**config.mk**
```make
export PLATFORM = sky130hd
export DESIGN_NAME = powerline_job_queue_with_ack_retry
export DESIGN_NICKNAME = d
export VERILOG_FILES = /design/src/rtl/pjq_pkg.sv /design/src/rtl/pjq_ctrl.sv /design/src/rtl/pjq_datapath.sv /design/src/rtl/powerline_job_queue_with_ack_retry.sv
export VERILOG_INCLUDE_DIRS = /design/src /design/src/rtl
export SDC_FILE = /design/constraint.sdc
export NUM_CORES = 1
export LEC_CHECK = 0
export BUFFER_PORTS_ARGS = -buffer_cell sky130_fd_sc_hd__buf_2
export CELL_PAD_IN_SITES_DETAIL_PLACEMENT = 2
export CELL_PAD_IN_SITES_GLOBAL_PLACEMENT = 2
export CORE_ASPECT_RATIO = 2
export CORE_MARGIN = 5
export CORE_UTILIZATION = 49
export CTS_CLUSTER_DIAMETER = 150
export DETAILED_ROUTE_END_ITERATION = 8
export GPL_TIMING_DRIVEN = 0
export PLACE_DENSITY = 0.86
export REMOVE_ABC_BUFFERS = 1
export SLEW_MARGIN = 10
export SYNTH_ARGS = -nofsm -noshare
export SYNTH_HDL_FRONTEND = slang
export SYNTH_SLANG_ARGS = --single-unit
```
**constraint.sdc**
```tcl
create_clock -name i_clk -period 14.9 [get_ports i_clk]
set_input_delay 3.725 -clock i_clk [delete_from_list [all_inputs] [get_ports i_clk]]
set_output_delay 3.725 -clock i_clk [all_outputs]
set_load 0.02 [all_outputs]
```
**src/rtl/powerline_job_queue_with_ack_retry_macros.svh**
```systemverilog
// assertion macros for the powerline job queue
`ifndef POWERLINE_JOB_QUEUE_WITH_ACK_RETRY_MACROS_SVH
`define POWERLINE_JOB_QUEUE_WITH_ACK_RETRY_MACROS_SVH

`ifndef SYNTHESIS
`define PJQ_ASSERT(label, clk, rst_n, ante, cons) \
    label: assert property (@(posedge clk) disable iff (!rst_n) (ante) |-> (cons)) \
        else $error("pjq assertion failed");
`define PJQ_ASSERT_NEXT(label, clk, rst_n, ante, cons) \
    label: assert property (@(posedge clk) disable iff (!rst_n) (ante) |=> (cons)) \
        else $error("pjq assertion failed");
`else
`define PJQ_ASSERT(label, clk, rst_n, ante, cons)
`define PJQ_ASSERT_NEXT(label, clk, rst_n, ante, cons)
`endif

`endif

```
**src/rtl/pjq_pkg.sv**
```systemverilog
`timescale 1ns / 1ps
package pjq_pkg;

    localparam int QUEUE_DEPTH = 16;
    localparam int MAX_RETRY   = 3;
    localparam int QIDX_W      = $clog2(QUEUE_DEPTH);
    localparam int QCNT_W      = $clog2(QUEUE_DEPTH + 1);
    localparam int SEND_W      = 3;
    localparam int OUT_CNT_W   = 5;
    localparam int RX_BYTES    = 9;
    localparam int RX_BUF      = 16;

    localparam logic       OP_ENQUEUE = 1'b0;
    localparam logic       OP_POLL    = 1'b1;

    localparam logic [3:0] RX_TIMEOUT = 4'd0;
    localparam logic [3:0] RX_FULL    = 4'd9;

    localparam logic [1:0] KIND_ON  = 2'd0;
    localparam logic [1:0] KIND_OFF = 2'd1;
    localparam logic [1:0] KIND_DIM = 2'd2;
    localparam logic [1:0] KIND_IDS = 2'd3;

    localparam logic [7:0] STX_BYTE      = 8'h02;
    localparam logic [7:0] ETX_BYTE      = 8'h03;
    localparam logic [7:0] TX_LEN_BYTE   = 8'h05;
    localparam logic [7:0] RX_LEN_BYTE   = 8'h06;
    localparam logic [7:0] CMD_ON        = 8'h22;
    localparam logic [7:0] CMD_OFF       = 8'h23;
    localparam logic [7:0] CMD_DIM       = 8'h2c;
    localparam logic [7:0] CMD_IDS       = 8'h1c;
    localparam logic [7:0] REPEAT_BIT    = 8'h40;
    localparam logic [7:0] DIM_DATA2     = 8'h03;
    localparam logic [7:0] CTL_ACK       = 8'h20;
    localparam logic [7:0] CTL_ID        = 8'h40;
    localparam logic [7:0] CTL_COPY_MASK = 8'h1c;

    typedef enum logic [1:0] {
        S_IDLE,
        S_PARSE,
        S_SEND
    } t_state;

    typedef struct packed {
        logic        cmd;
        logic [7:0]  job_house_unit;
        logic [7:0]  job_usercode;
        logic [1:0]  job_kind;
        logic [7:0]  job_level;
        logic [3:0]  rx_count;
        logic [63:0] rx_head_bytes;
        logic [7:0]  rx_tail_byte;
    } t_in_item;

    typedef struct packed {
        logic        tx_valid;
        logic [63:0] tx_frame;
        logic        id_valid;
        logic [3:0]  id_house;
        logic [15:0] id_units;
        logic        ack_removed;
        logic        job_dropped;
        logic        enqueue_rejected;
        logic [4:0]  queue_count;
    } t_out_item;

    typedef struct packed {
        logic [7:0] hu;
        logic [7:0] uc;
        logic [1:0] kind;
        logic [7:0] level;
    } t_job;

    typedef struct packed {
        logic capture;
        logic parse;
        logic send;
    } t_dp_cmd;

    function automatic logic [QIDX_W-1:0] idx_inc(input logic [QIDX_W-1:0] idx);
        logic [QIDX_W-1:0] res;
        if (idx == QIDX_W'(QUEUE_DEPTH - 1)) begin
            res = '0;
        end else begin
            res = idx + QIDX_W'(1);
        end
        return res;
    endfunction

    function automatic logic [7:0] cmd_byte(input logic [1:0] kind, input logic three_phase);
        logic [7:0] rep;
        logic [7:0] res;
        rep = three_phase ? REPEAT_BIT : 8'h00;
        case (kind)
            KIND_ON:  res = CMD_ON | rep;
            KIND_OFF: res = CMD_OFF | rep;
            KIND_DIM: res = CMD_DIM | rep;
            default:  res = CMD_IDS;
        endcase
        return res;
    endfunction

endpackage

```
**src/rtl/pjq_ctrl.sv**
```systemverilog
`timescale 1ns / 1ps
module pjq_ctrl (
    input  logic             i_clk,
    input  logic             i_rst_n,
    input  logic             i_in_valid,
    input  logic             i_out_ready,
    output logic             o_in_ready,
    output logic             o_out_valid,
    output pjq_pkg::t_dp_cmd o_cmd
);
    import pjq_pkg::*;

    t_state r_state;
    t_state n_state;
    logic   r_out_valid;
    logic   n_out_valid;
    logic   out_free;

    assign out_free = !r_out_valid || i_out_ready;

    always_comb begin
        n_state = r_state;
        unique case (r_state)
            S_IDLE: begin
                if (i_in_valid) begin
                    n_state = S_PARSE;
                end
            end
            S_PARSE: begin
                n_state = S_SEND;
            end
            S_SEND: begin
                if (out_free) begin
                    n_state = S_IDLE;
                end
            end
            default: begin
                n_state = S_IDLE;
            end
        endcase
    end

    always_comb begin
        o_in_ready    = 1'b0;
        o_cmd         = '0;
        unique case (r_state)
            S_IDLE: begin
                o_in_ready    = 1'b1;
                o_cmd.capture = i_in_valid;
            end
            S_PARSE: begin
                o_cmd.parse = 1'b1;
            end
            S_SEND: begin
                o_cmd.send = out_free;
            end
            default: begin
                o_in_ready = 1'b0;
            end
        endcase
        if (o_cmd.send) begin
            n_out_valid = 1'b1;
        end else if (i_out_ready) begin
            n_out_valid = 1'b0;
        end else begin
            n_out_valid = r_out_valid;
        end
    end

    assign o_out_valid = r_out_valid;

    always_ff @(posedge i_clk) begin
        if (!i_rst_n) begin
            r_state     <= S_IDLE;
            r_out_valid <= 1'b0;
        end else begin
            r_state     <= n_state;
            r_out_valid <= n_out_valid;
        end
    end

endmodule

```
**src/rtl/pjq_datapath.sv**
```systemverilog
`timescale 1ns / 1ps
module pjq_datapath (
    input  logic               i_clk,
    input  logic               i_rst_n,
    input  pjq_pkg::t_dp_cmd   i_cmd,
    input  pjq_pkg::t_in_item  i_in_item,
    input  logic               i_cfg_we,
    input  logic               i_cfg_data,
    output pjq_pkg::t_out_item o_out_item
);
    import pjq_pkg::*;

    t_in_item          r_item;
    t_job              r_store [QUEUE_DEPTH];
    t_job              r_head_job;
    logic [QIDX_W-1:0] r_head;
    logic [QIDX_W-1:0] r_tail;
    logic [QCNT_W-1:0] r_count;
    logic [SEND_W-1:0] r_sends;
    logic              r_three_phase;
    logic              r_ack;
    logic              r_idv;
    logic [3:0]        r_id_house;
    logic [15:0]       r_id_units;
    logic              r_send_ok;
    logic              r_rej;
    t_out_item         r_out;

    logic [QIDX_W-1:0] n_head;
    logic [QIDX_W-1:0] n_tail;
    logic [QCNT_W-1:0] n_count;
    logic [SEND_W-1:0] n_sends;

    logic [7:0] rx_b [RX_BUF];
    logic       found;
    logic [3:0] fidx;
    logic       frame_ok;
    logic [7:0] fr_hu;
    logic [7:0] fr_d1;
    logic [7:0] fr_d2;
    logic [7:0] fr_ctl;
    logic       is_poll;
    logic       full;
    logic       nonempty;
    logic       ack_hit;
    logic       id_fb;
    logic       bus_copy;
    logic       cnt_ok;
    logic       store_we;
    logic       send;
    logic       drop;
    t_job       head_job;
    t_job       new_job;
    logic [7:0] tx_cmd;
    logic [7:0] tx_d2;
    t_out_item  n_out;

    always_comb begin
        for (int k = 0; k < RX_BUF; k++) begin
            rx_b[k] = 8'h00;
        end
        for (int k = 0; k < 8; k++) begin
            rx_b[k] = r_item.rx_head_bytes[8*k +: 8];
        end
        rx_b[8] = r_item.rx_tail_byte;
    end

    // first start byte among the received bytes
    always_comb begin
        found = 1'b0;
        fidx  = '0;
        for (int k = 0; k < RX_BYTES; k++) begin
            if (!found && rx_b[k] == STX_BYTE) begin
                found = 1'b1;
                fidx  = 4'(k);
            end
        end
    end

    assign is_poll  = (r_item.cmd == OP_POLL);
    assign full     = (r_count == QCNT_W'(QUEUE_DEPTH));
    assign nonempty = (r_count != '0);
    assign head_job = r_head_job;
    assign new_job  = '{hu: r_item.job_house_unit, uc: r_item.job_usercode,
                        kind: r_item.job_kind, level: r_item.job_level};

    assign frame_ok = (r_item.rx_count == RX_FULL) && found
                      && (rx_b[fidx + 4'd1] == RX_LEN_BYTE);
    assign fr_hu    = rx_b[fidx + 4'd3];
    assign fr_d1    = rx_b[fidx + 4'd5];
    assign fr_d2    = rx_b[fidx + 4'd6];
    assign fr_ctl   = rx_b[fidx + 4'd7];

    assign ack_hit  = frame_ok && ((fr_ctl & CTL_ACK) != '0) && nonempty
                      && (head_job.hu == fr_hu);
    assign id_fb    = frame_ok && ((fr_ctl & CTL_ACK) == '0) && ((fr_ctl & CTL_ID) != '0);
    assign bus_copy = frame_ok && ((fr_ctl & CTL_ACK) == '0) && ((fr_ctl & CTL_ID) == '0)
                      && ((fr_ctl & CTL_COPY_MASK) != '0);
    assign cnt_ok   = (r_item.rx_count == RX_TIMEOUT) || (r_item.rx_count == RX_FULL);

    always_comb begin
        n_head   = r_head;
        n_tail   = r_tail;
        n_count  = r_count;
        n_sends  = r_sends;
        store_we = 1'b0;
        send     = 1'b0;
        drop     = 1'b0;
        if (i_cmd.parse) begin
            if (!is_poll) begin
                if (!full) begin
                    store_we = 1'b1;
                    n_tail   = idx_inc(r_tail);
                    n_count  = r_count + QCNT_W'(1);
                end
            end else if (ack_hit || (id_fb && nonempty)) begin
                n_head  = idx_inc(r_head);
                n_count = r_count - QCNT_W'(1);
                n_sends = '0;
            end
        end
        if (i_cmd.send) begin
            send = is_poll && r_send_ok && nonempty;
            if (send) begin
                if (r_sends == SEND_W'(MAX_RETRY)) begin
                    drop    = 1'b1;
                    n_head  = idx_inc(r_head);
                    n_count = r_count - QCNT_W'(1);
                    n_sends = '0;
                end else begin
                    n_sends = r_sends + SEND_W'(1);
                end
            end
        end
    end

    assign tx_cmd = cmd_byte(head_job.kind, r_three_phase);
    assign tx_d2  = (head_job.kind == KIND_DIM) ? DIM_DATA2 : 8'h00;

    always_comb begin
        n_out                  = '0;
        n_out.tx_valid         = send;
        if (send) begin
            n_out.tx_frame = {ETX_BYTE, tx_d2, head_job.level, tx_cmd,
                              head_job.hu, head_job.uc, TX_LEN_BYTE, STX_BYTE};
        end
        n_out.id_valid         = r_idv;
        n_out.id_house         = r_id_house;
        n_out.id_units         = r_id_units;
        n_out.ack_removed      = r_ack;
        n_out.job_dropped      = drop;
        n_out.enqueue_rejected = r_rej;
        n_out.queue_count      = OUT_CNT_W'(n_count);
    end

    always_ff @(posedge i_clk) begin
        if (!i_rst_n) begin
            r_head        <= '0;
            r_tail        <= '0;
            r_count       <= '0;
            r_sends       <= '0;
            r_three_phase <= 1'b0;
        end else begin
            r_head  <= n_head;
            r_tail  <= n_tail;
            r_count <= n_count;
            r_sends <= n_sends;
            if (i_cfg_we) begin
                r_three_phase <= i_cfg_data;
            end
        end
    end

    always_ff @(posedge i_clk) begin
        if (i_cmd.capture) begin
            r_item <= i_in_item;
        end
        if (store_we) begin
            r_store[r_tail] <= new_job;
        end
        // head entry as it stands after this edge
        if (store_we && (r_tail == n_head)) begin
            r_head_job <= new_job;
        end else begin
            r_head_job <= r_store[n_head];
        end
        if (i_cmd.parse) begin
            r_ack      <= is_poll && ack_hit;
            r_idv      <= is_poll && id_fb;
            r_id_house <= (is_poll && id_fb) ? fr_hu[7:4] : 4'h0;
            r_id_units <= (is_poll && id_fb) ? {fr_d1, fr_d2} : 16'h0000;
            r_send_ok  <= cnt_ok && !bus_copy;
            r_rej      <= !is_poll && full;
        end
        if (i_cmd.send) begin
            r_out <= n_out;
        end
    end

    assign o_out_item = r_out;

endmodule

```
**src/rtl/powerline_job_queue_with_ack_retry.sv**
```systemverilog
`timescale 1ns / 1ps
// sequence: an accepted item is parsed, then sent; its result is registered in the send step
// a new item is taken only once the last one is through the three-step controller sequence;
// the send step waits while the output holds a result that has not been taken
// reset: synchronous, active low; clears queue pointers, job count, send count,
// three_phase and the controller; the job store holds whatever it had
`include "powerline_job_queue_with_ack_retry_macros.svh"
module powerline_job_queue_with_ack_retry (
    input  logic               i_clk,
    input  logic               i_rst_n,
    input  logic               i_cfg_valid,
    output logic               o_cfg_ready,
    input  logic               i_cfg_data,
    input  logic               i_in_valid,
    output logic               o_in_ready,
    input  pjq_pkg::t_in_item  i_in_item,
    output logic               o_out_valid,
    input  logic               i_out_ready,
    output pjq_pkg::t_out_item o_out_item
);
    import pjq_pkg::*;

    t_dp_cmd dp_cmd;
    logic    cfg_we;

    assign o_cfg_ready = 1'b1;
    assign cfg_we      = i_cfg_valid && o_cfg_ready;

    pjq_ctrl u_ctrl (
        .i_clk       (i_clk),
        .i_rst_n     (i_rst_n),
        .i_in_valid  (i_in_valid),
        .i_out_ready (i_out_ready),
        .o_in_ready  (o_in_ready),
        .o_out_valid (o_out_valid),
        .o_cmd       (dp_cmd)
    );

    pjq_datapath u_datapath (
        .i_clk      (i_clk),
        .i_rst_n    (i_rst_n),
        .i_cmd      (dp_cmd),
        .i_in_item  (i_in_item),
        .i_cfg_we   (cfg_we),
        .i_cfg_data (i_cfg_data),
        .o_out_item (o_out_item)
    );

    `PJQ_ASSERT(a_count_bound, i_clk, i_rst_n, o_out_valid, o_out_item.queue_count <= OUT_CNT_W'(QUEUE_DEPTH))
    `PJQ_ASSERT(a_reject_alone, i_clk, i_rst_n, o_out_valid && o_out_item.enqueue_rejected, !o_out_item.tx_valid && !o_out_item.id_valid)
    `PJQ_ASSERT(a_idle_frame, i_clk, i_rst_n, o_out_valid && !o_out_item.tx_valid, o_out_item.tx_frame == '0)
    `PJQ_ASSERT_NEXT(a_one_item, i_clk, i_rst_n, i_in_valid && o_in_ready, !o_in_ready)

endmodule

```
Word-level counts from Yosys, hierarchy flattened
Memories as Yosys holds them, arrays and structs flattened. A register that Yosys moved wholly into a read port is not among the register bits.
Index checks and enable logic that the tools add are counted.
{"block": "classes", "addsub": 10, "n_lt_le_gt_ge": 5, "n_eq_ne": 22, "n_mux": 73, "bitwise_logic": 7, "reduce_logical": 48}
{"op": "binary-select mux 8 bit (select 4 bit)", "count": 5}
{"op": "== test 8 x 2 -> 1 bit, second input constant", "count": 9}
{"op": "2-to-1 mux 8 bit", "count": 8}
{"op": "2-to-1 mux 4 bit", "count": 15}
{"op": "2-to-1 mux 58 bit", "count": 1}
{"op": "2-to-1 mux 5 bit", "count": 7}
{"op": "greater-or-equal comparator 5 bit, second input constant", "count": 5}
{"op": "NOT 4 -> 5 bit", "count": 5}
{"op": "logical AND 1 bit", "count": 24}
{"op": "one-hot mux 8 bit (3 select lines)", "count": 1}
{"op": "2-to-1 mux 1 bit", "count": 23}
{"op": "2-to-1 mux 7 bit", "count": 3}
{"op": "2-to-1 mux 3 bit", "count": 6}
{"op": "logical NOT 8 bit", "count": 2}
{"op": "adder 4 x 1 -> 4 bit, second input constant", "count": 3}
{"op": "adder 4 x 3 -> 4 bit, second input constant", "count": 3}
{"op": "== test 4 bit, second input constant", "count": 3}
{"op": "logical NOT 1 bit", "count": 11}
{"op": "== test 8 x 3 -> 1 bit, second input constant", "count": 1}
{"op": "== test 8 bit", "count": 1}
{"op": "nonzero test 8 bit", "count": 1}
{"op": "2-to-1 mux 2 bit", "count": 3}
{"op": "one-hot mux 2 bit (3 select lines)", "count": 1}
{"op": "adder 5 x 1 -> 5 bit, second input constant", "count": 1}
{"op": "other kinds (17)", "count": 23}
{"block": "totals", "regBits": 241, "mem_bits_rw": 416, "in_bits": 109, "output_inout_bits": 97, "memories": 1}
{"name": "u_datapath.r_store", "depth": 16, "width": 26, "read_ports": 1, "rd_ports_with_merged_regs": 1, "wr": 1, "line": "pjq_datapath.sv:14", "text": "t_job r_store [QUEUE_DEPTH];"}

Longest topological paths before layout
{"block": "logic_depth", "word_depth": 43, "depth_mapped": 24, "ltp_nobuf": 18}

Cells and area by module
From an unflattened synthesis, not the netlist that was laid out.
{"block": "hier_totals", "hier_cells": 1483, "area_unflattened_um2": 26355.3}
{"mod": "pjq_datapath", "instances": 1, "cells_each": 1467, "area_per_inst_um2": 26197.6}
{"mod": "pjq_ctrl", "instances": 1, "cells_each": 14, "area_per_inst_um2": 146.4}
{"mod": "powerline_job_queue_with_ack_retry", "instances": 1, "cells_each": 2, "area_per_inst_um2": 11.3}

Worst setup path before layout
No wires, ideal clock.
{"block": "synth_path", "kind": "in2reg", "start": "input port i_out_ready", "end": "register u_datapath.r_out (netlist bit u_datapath.o_out_item[4]), data pin", "setup_time_ns": 0.262, "t_arrival_ns": 8.367, "required_ns": 14.638, "path_slack_ns": 6.271, "path_stages": 8, "n_path_buf": 1, "cell_sequence": "nand2b_1 > nor2b_1 > nand4_1 > or2_2 > clkbuf_1 > o21ai_4 > a21oi_1 > or2_2"}
{"item": "start, declared", "line": "powerline_job_queue_with_ack_retry.sv:18", "text": "input logic i_out_ready,"}
{"item": "end signal, assigned", "line": "pjq_datapath.sv:196", "text": "r_out <= n_out;"}
{"item": "end, declared", "line": "pjq_datapath.sv:27", "text": "t_out_item r_out;"}

Worst setup path after layout
{"block": "layout_path", "start": "register u_datapath.r_item[36] (netlist name)", "end": "register u_datapath.r_out (netlist bit u_datapath.o_out_item[4]), data pin"}
{"block": "layout_via", "elab_chain_cells": 35}
{"item": "start, declared", "line": "pjq_datapath.sv:13", "text": "t_in_item r_item;"}
{"item": "start signal, assigned", "line": "pjq_datapath.sv:176", "text": "r_item <= i_in_item;"}
{"item": "== test 8 x 2 -> 1 bit", "line": "pjq_datapath.sv:73", "text": "if (!found && rx_b[k] == STX_BYTE) begin"}
{"item": "logical AND 1 bit", "line": "pjq_datapath.sv:73"}
{"item": "2-to-1 mux 1 bit", "line": "pjq_datapath.sv:73"}
{"item": "logical NOT 1 bit", "line": "pjq_datapath.sv:73"}
{"item": "logical AND 1 bit", "line": "pjq_datapath.sv:73"}
{"item": "2-to-1 mux 1 bit", "line": "pjq_datapath.sv:73"}
{"item": "logical NOT 1 bit", "line": "pjq_datapath.sv:73"}
{"item": "logical AND 1 bit", "line": "pjq_datapath.sv:73"}
{"item": "[20 not listed]"}
{"item": "logical OR 1 bit *", "line": "pjq_datapath.sv:116", "text": "end else if (ack_hit || (id_fb && nonempty)) begin"}
{"item": "2-to-1 mux 5 bit *", "line": "pjq_datapath.sv:116"}
{"item": "2-to-1 mux 5 bit *", "line": "pjq_datapath.sv:110", "text": "if (!is_poll) begin"}
{"item": "2-to-1 mux 5 bit *", "line": "pjq_datapath.sv:109", "text": "if (i_cmd.parse) begin"}
{"item": "2-to-1 mux 5 bit", "line": "pjq_datapath.sv:125", "text": "if (r_sends == SEND_W'(MAX_RETRY)) begin"}
{"item": "2-to-1 mux 5 bit", "line": "pjq_datapath.sv:124", "text": "if (send) begin"}
{"item": "2-to-1 mux 5 bit *", "line": "pjq_datapath.sv:122", "text": "if (i_cmd.send) begin"}
{"item": "net u_datapath.n_count[4]", "line": "pjq_datapath.sv:31", "text": "logic [QCNT_W-1:0] n_count;"}
The timed path passes the listed nets; every way through them passes the cells marked *. The select of a mux whose other input is x is not followed.
A chain may end at the register's enable or synchronous reset.

==> metrics <==
WP data arrival=8.75 ns; Max-Cap Viols=0; crit share post-route=a little under three fifths; DRC=0; Hold-fix buffers, CTS=0; clock slew at reported path FFs=around 0.070 ns; r2r setup slk=6.51 ns; worst endpoint required time=~15 ns; routability congestion estimate=around 0.97; yosys warns=0; r2r worst-path depth=18; startpoint type of the worst setup path=register; Max clock buf depth=3; achievable frequency=119 MHz; EDFF count, synth=a little over 600; Async S/R FF share, synth=0%; post-synth cell types=85; # setup viols final=0; WL final=roughly 90 mm; Mapped Cells=1483; Vert. Die Dim=about 340 um; first-pass GRT wire length=129 mm; Layout Utilization=between 50% and 60%; register area=approximately 19000 um2; reg2reg end=u_datapath.o_out_item[4]; slew margin rel.=between 10 and 15%; Synth Register Bits=about 630; area of the multi-input gates=between 7000 and 8000 um2; share of cells above drive strength 1=between 20% and 30%; post-CTS resize count=0; area growth from synthesis to final layout=15.2%; post-synthesis sequential area ratio=70.8%; CTS tree=yes; Worst setup endpoint=u_datapath.o_out_item[4]; final hold vios=0; gr ovfl total=0; Core ar.=between 50000 and 60000 um2; Num CTS Buffers=54; pin count of the biggest net entering global routing=between 50 and 60; Die W=between 150 and 200 um; Slew @ Worst Pin=~1.3 ns; Static Leak=0.00994 uW; fin nets=roughly 1800; filler cell count=roughly 4500; Syn Area/Cell=17.7 um2; dpl hpwl=59.2 mm; Routed WL per cell=37.5 um; via count=15964; total track usage=between 30% and 40%; unrepaired setup endpoints after global routing=no; remaining antenna violation count after routing=0; worst reg2reg path startpoint=u_datapath.r_item[36]; port bufs=about 180; Slew Viols, Final=0; CTS H-tree lvls=2; vias in the first global route=approximately 18000; Worst Setup SP=u_datapath.r_item[36]; Clock Latency Late Sink=between 0.6 and 0.7 ns; clock skew=approximately 0.021 ns; fin crit period=8.39 ns; Critical Path Fanout Max=45; outcome=complete, no violations; final setup TNS=0 ns; starting density of the core=between 40% and 50%; root buffer cell=clkbuf_16; num rows=120; Synth Flop Type=edfxtp_1; Post-CTS Setup Bufs=0; power per cell area=121 nW/um2; IO Pins=206; Placed Cells=2295; Crit. End Element=register; Max VDD drop=0.117 mV; 1st-pass router iterations=5; crit path kind=reg2reg; DR iter-0 viols=approximately 1700; die area=58700 um2; clock sink count=between 600 and 700; Hold WC Path Type=reg2reg; Post-Syn Area=between 20000 and 30000 um2; vias per cell=6.66; initial antenna violation count=0; fin cells=approximately 2400
state kept, by name, indices dropped and copies added (netlist names), 2 cells and up, named ones only:
signal	cells
u_datapath.new_job	26
u_datapath.r_store	416
u_datapath.r_head	4
u_datapath.r_count	5
u_datapath.o_out_item	61
u_datapath.r_id_units	16
u_datapath.r_item	76
u_ctrl.r_state	2
u_datapath.r_id_house	4
u_datapath.r_tail	4
u_datapath.r_sends	3
per-layer routing:
layer,wire (um),GRT usage [%],vias to the layer above
li1,-,-,6324
met1,30300,34.4,8446
met2,48400,56.1,895
met3,5190,3.75,299
met4,5950,16.4,0
met5,0,0,-
power breakdown:
part	leakage, uW	internal [uW]	switching [uW]
clock	0.000886	810	683
combinational	0.00332	51.5	92.0
sequential	0.00574	1970	53.6
total	0.00994	2830	829
cells in the final DEF, fill, tap and decap left out, types with 7 or more instances in the layout:
cell	Yosys	layout
a211oi_1	36	35
a31oi_1	10	9
nand2b_1	10	10
ha_1	15	14
dfxtp_1	24	20
mux4_2	143	143
nand2_1	92	92
buf_12	1	17
conb_1	2	27
nor2b_1	27	26
nor2_1	66	54
buf_16	0	7
edfxtp_1	604	604
buf_2	6	179
clkinv_2	0	11
clkinv_1	0	13
nand3_1	42	42
a21oi_1	40	40
clkbuf_16	0	54
xnor2_1	12	11
o21ai_0	17	17
mux2i_1	46	46
nor2_4	1	13
nor3_1	19	15
and2_1	15	14
inv_1	23	23
buf_4	34	12
o2111ai_1	13	13
buf_6	1	7
bufinv_16	0	8
Yosys cell counts, types with 4 or more instances:
cell type,instances,area (um2)
edfxtp_1,604,18100
mux4_2,143,3220
nand2_1,92,345
nor2_1,66,248
clkbuf_1,49,184
mux2i_1,46,460
nand3_1,42,210
a21oi_1,40,200
a211oi_1,36,270
buf_4,34,255
nor2b_1,27,169
dfxtp_1,24,480
inv_1,23,86.3
nor3_1,19,95.1
o21ai_0,17,85.1
buf_1,16,60.1
and2_1,15,93.8
ha_1,15,188
o2111ai_1,13,114
xnor2_1,12,105
a31oi_1,10,62.6
nand2b_1,10,62.6
and3_1,6,37.5
buf_2,6,30.0
mux2_2,6,67.6
nand4_1,6,37.5
a211o_1,5,43.8
nor4_1,5,31.3
o211ai_1,5,37.5
o21ai_1,4,20.0
or3_1,4,25.0
or4_1,4,30.0
xor2_1,4,35.0
logic make-up (layout without fill, tap and decap cells):
group           after synthesis  after routing  synth area share (%)
compound gates              173            173                  4.84
xor+xnor                     16             16                 0.533
fa+ha+maj                    15             15                 0.714
buf+inv                     132            349                  2.51
flops                       628            628                  70.8
mux                         195            195                  14.3
other cells                   2             28                0.0286
simple gates                322            322                  6.34
through the flow:
stage               setup WS, ns  hold slack, ns  instance area, um2  power (uW)
floorplan                   5.26           0.400               25800        2110
global placement          -0.175           0.401               27600        2180
detailed placement          6.95           0.406               28400        2190
CTS                         6.75           0.421               30300        3670
global route                6.40           0.436               30300        3770
finish                      6.51           0.420               30300        3660
worst min-delay path by stage:
stage / from / slack (ns) / endpoint / cells after the start
final: u_datapath.r_id_units[6] / 0.42 / u_datapath.o_out_item[14] / 0
after global routing: u_datapath.r_id_units[9] / 0.44 / u_datapath.o_out_item[17] / 0
after CTS: u_datapath.r_id_units[6] / 0.42 / u_datapath.o_out_item[14] / 0
after detailed placement: u_datapath.r_id_units[6] / 0.41 / u_datapath.o_out_item[14] / 0
after global placement: u_datapath.r_id_units[15] / 0.40 / u_datapath.o_out_item[23] / 0
after floorplan: u_datapath.r_id_units[2] / 0.40 / u_datapath.o_out_item[10] / 0
critical path: stages (launching register included):
cell,delay (ns)
edfxtp_1,0.63
nor4_1,0.54
nand4b_1,0.48
nand4_1,0.63
nor2_4,0.18
nor2_8,0.76
clkinv_4,0.62
ha_2,0.93
buf_12,0.31
nor2b_1,0.10
a2111oi_0,0.69
o32ai_1,0.18
mux2i_1,0.25
xor2_1,0.26
o2111a_1,0.46
a41oi_4,0.27
o21ai_4,0.35
a21oi_1,0.14
or2_2,0.31
area by class of cell:
cell class / count / area share, %
repair buffers: 223 / 5.32
multi-input cells: 748 / 24.0
clock buffers: 58 / 4.51
flip-flops and latches: 628 / 61.5
diodes: 1 / 0.00826
well taps: 671 / 2.77
clock inverters: 43 / 1.54
inverters: 25 / 0.326
No activity file was read; power rests on OpenSTA's default activity.
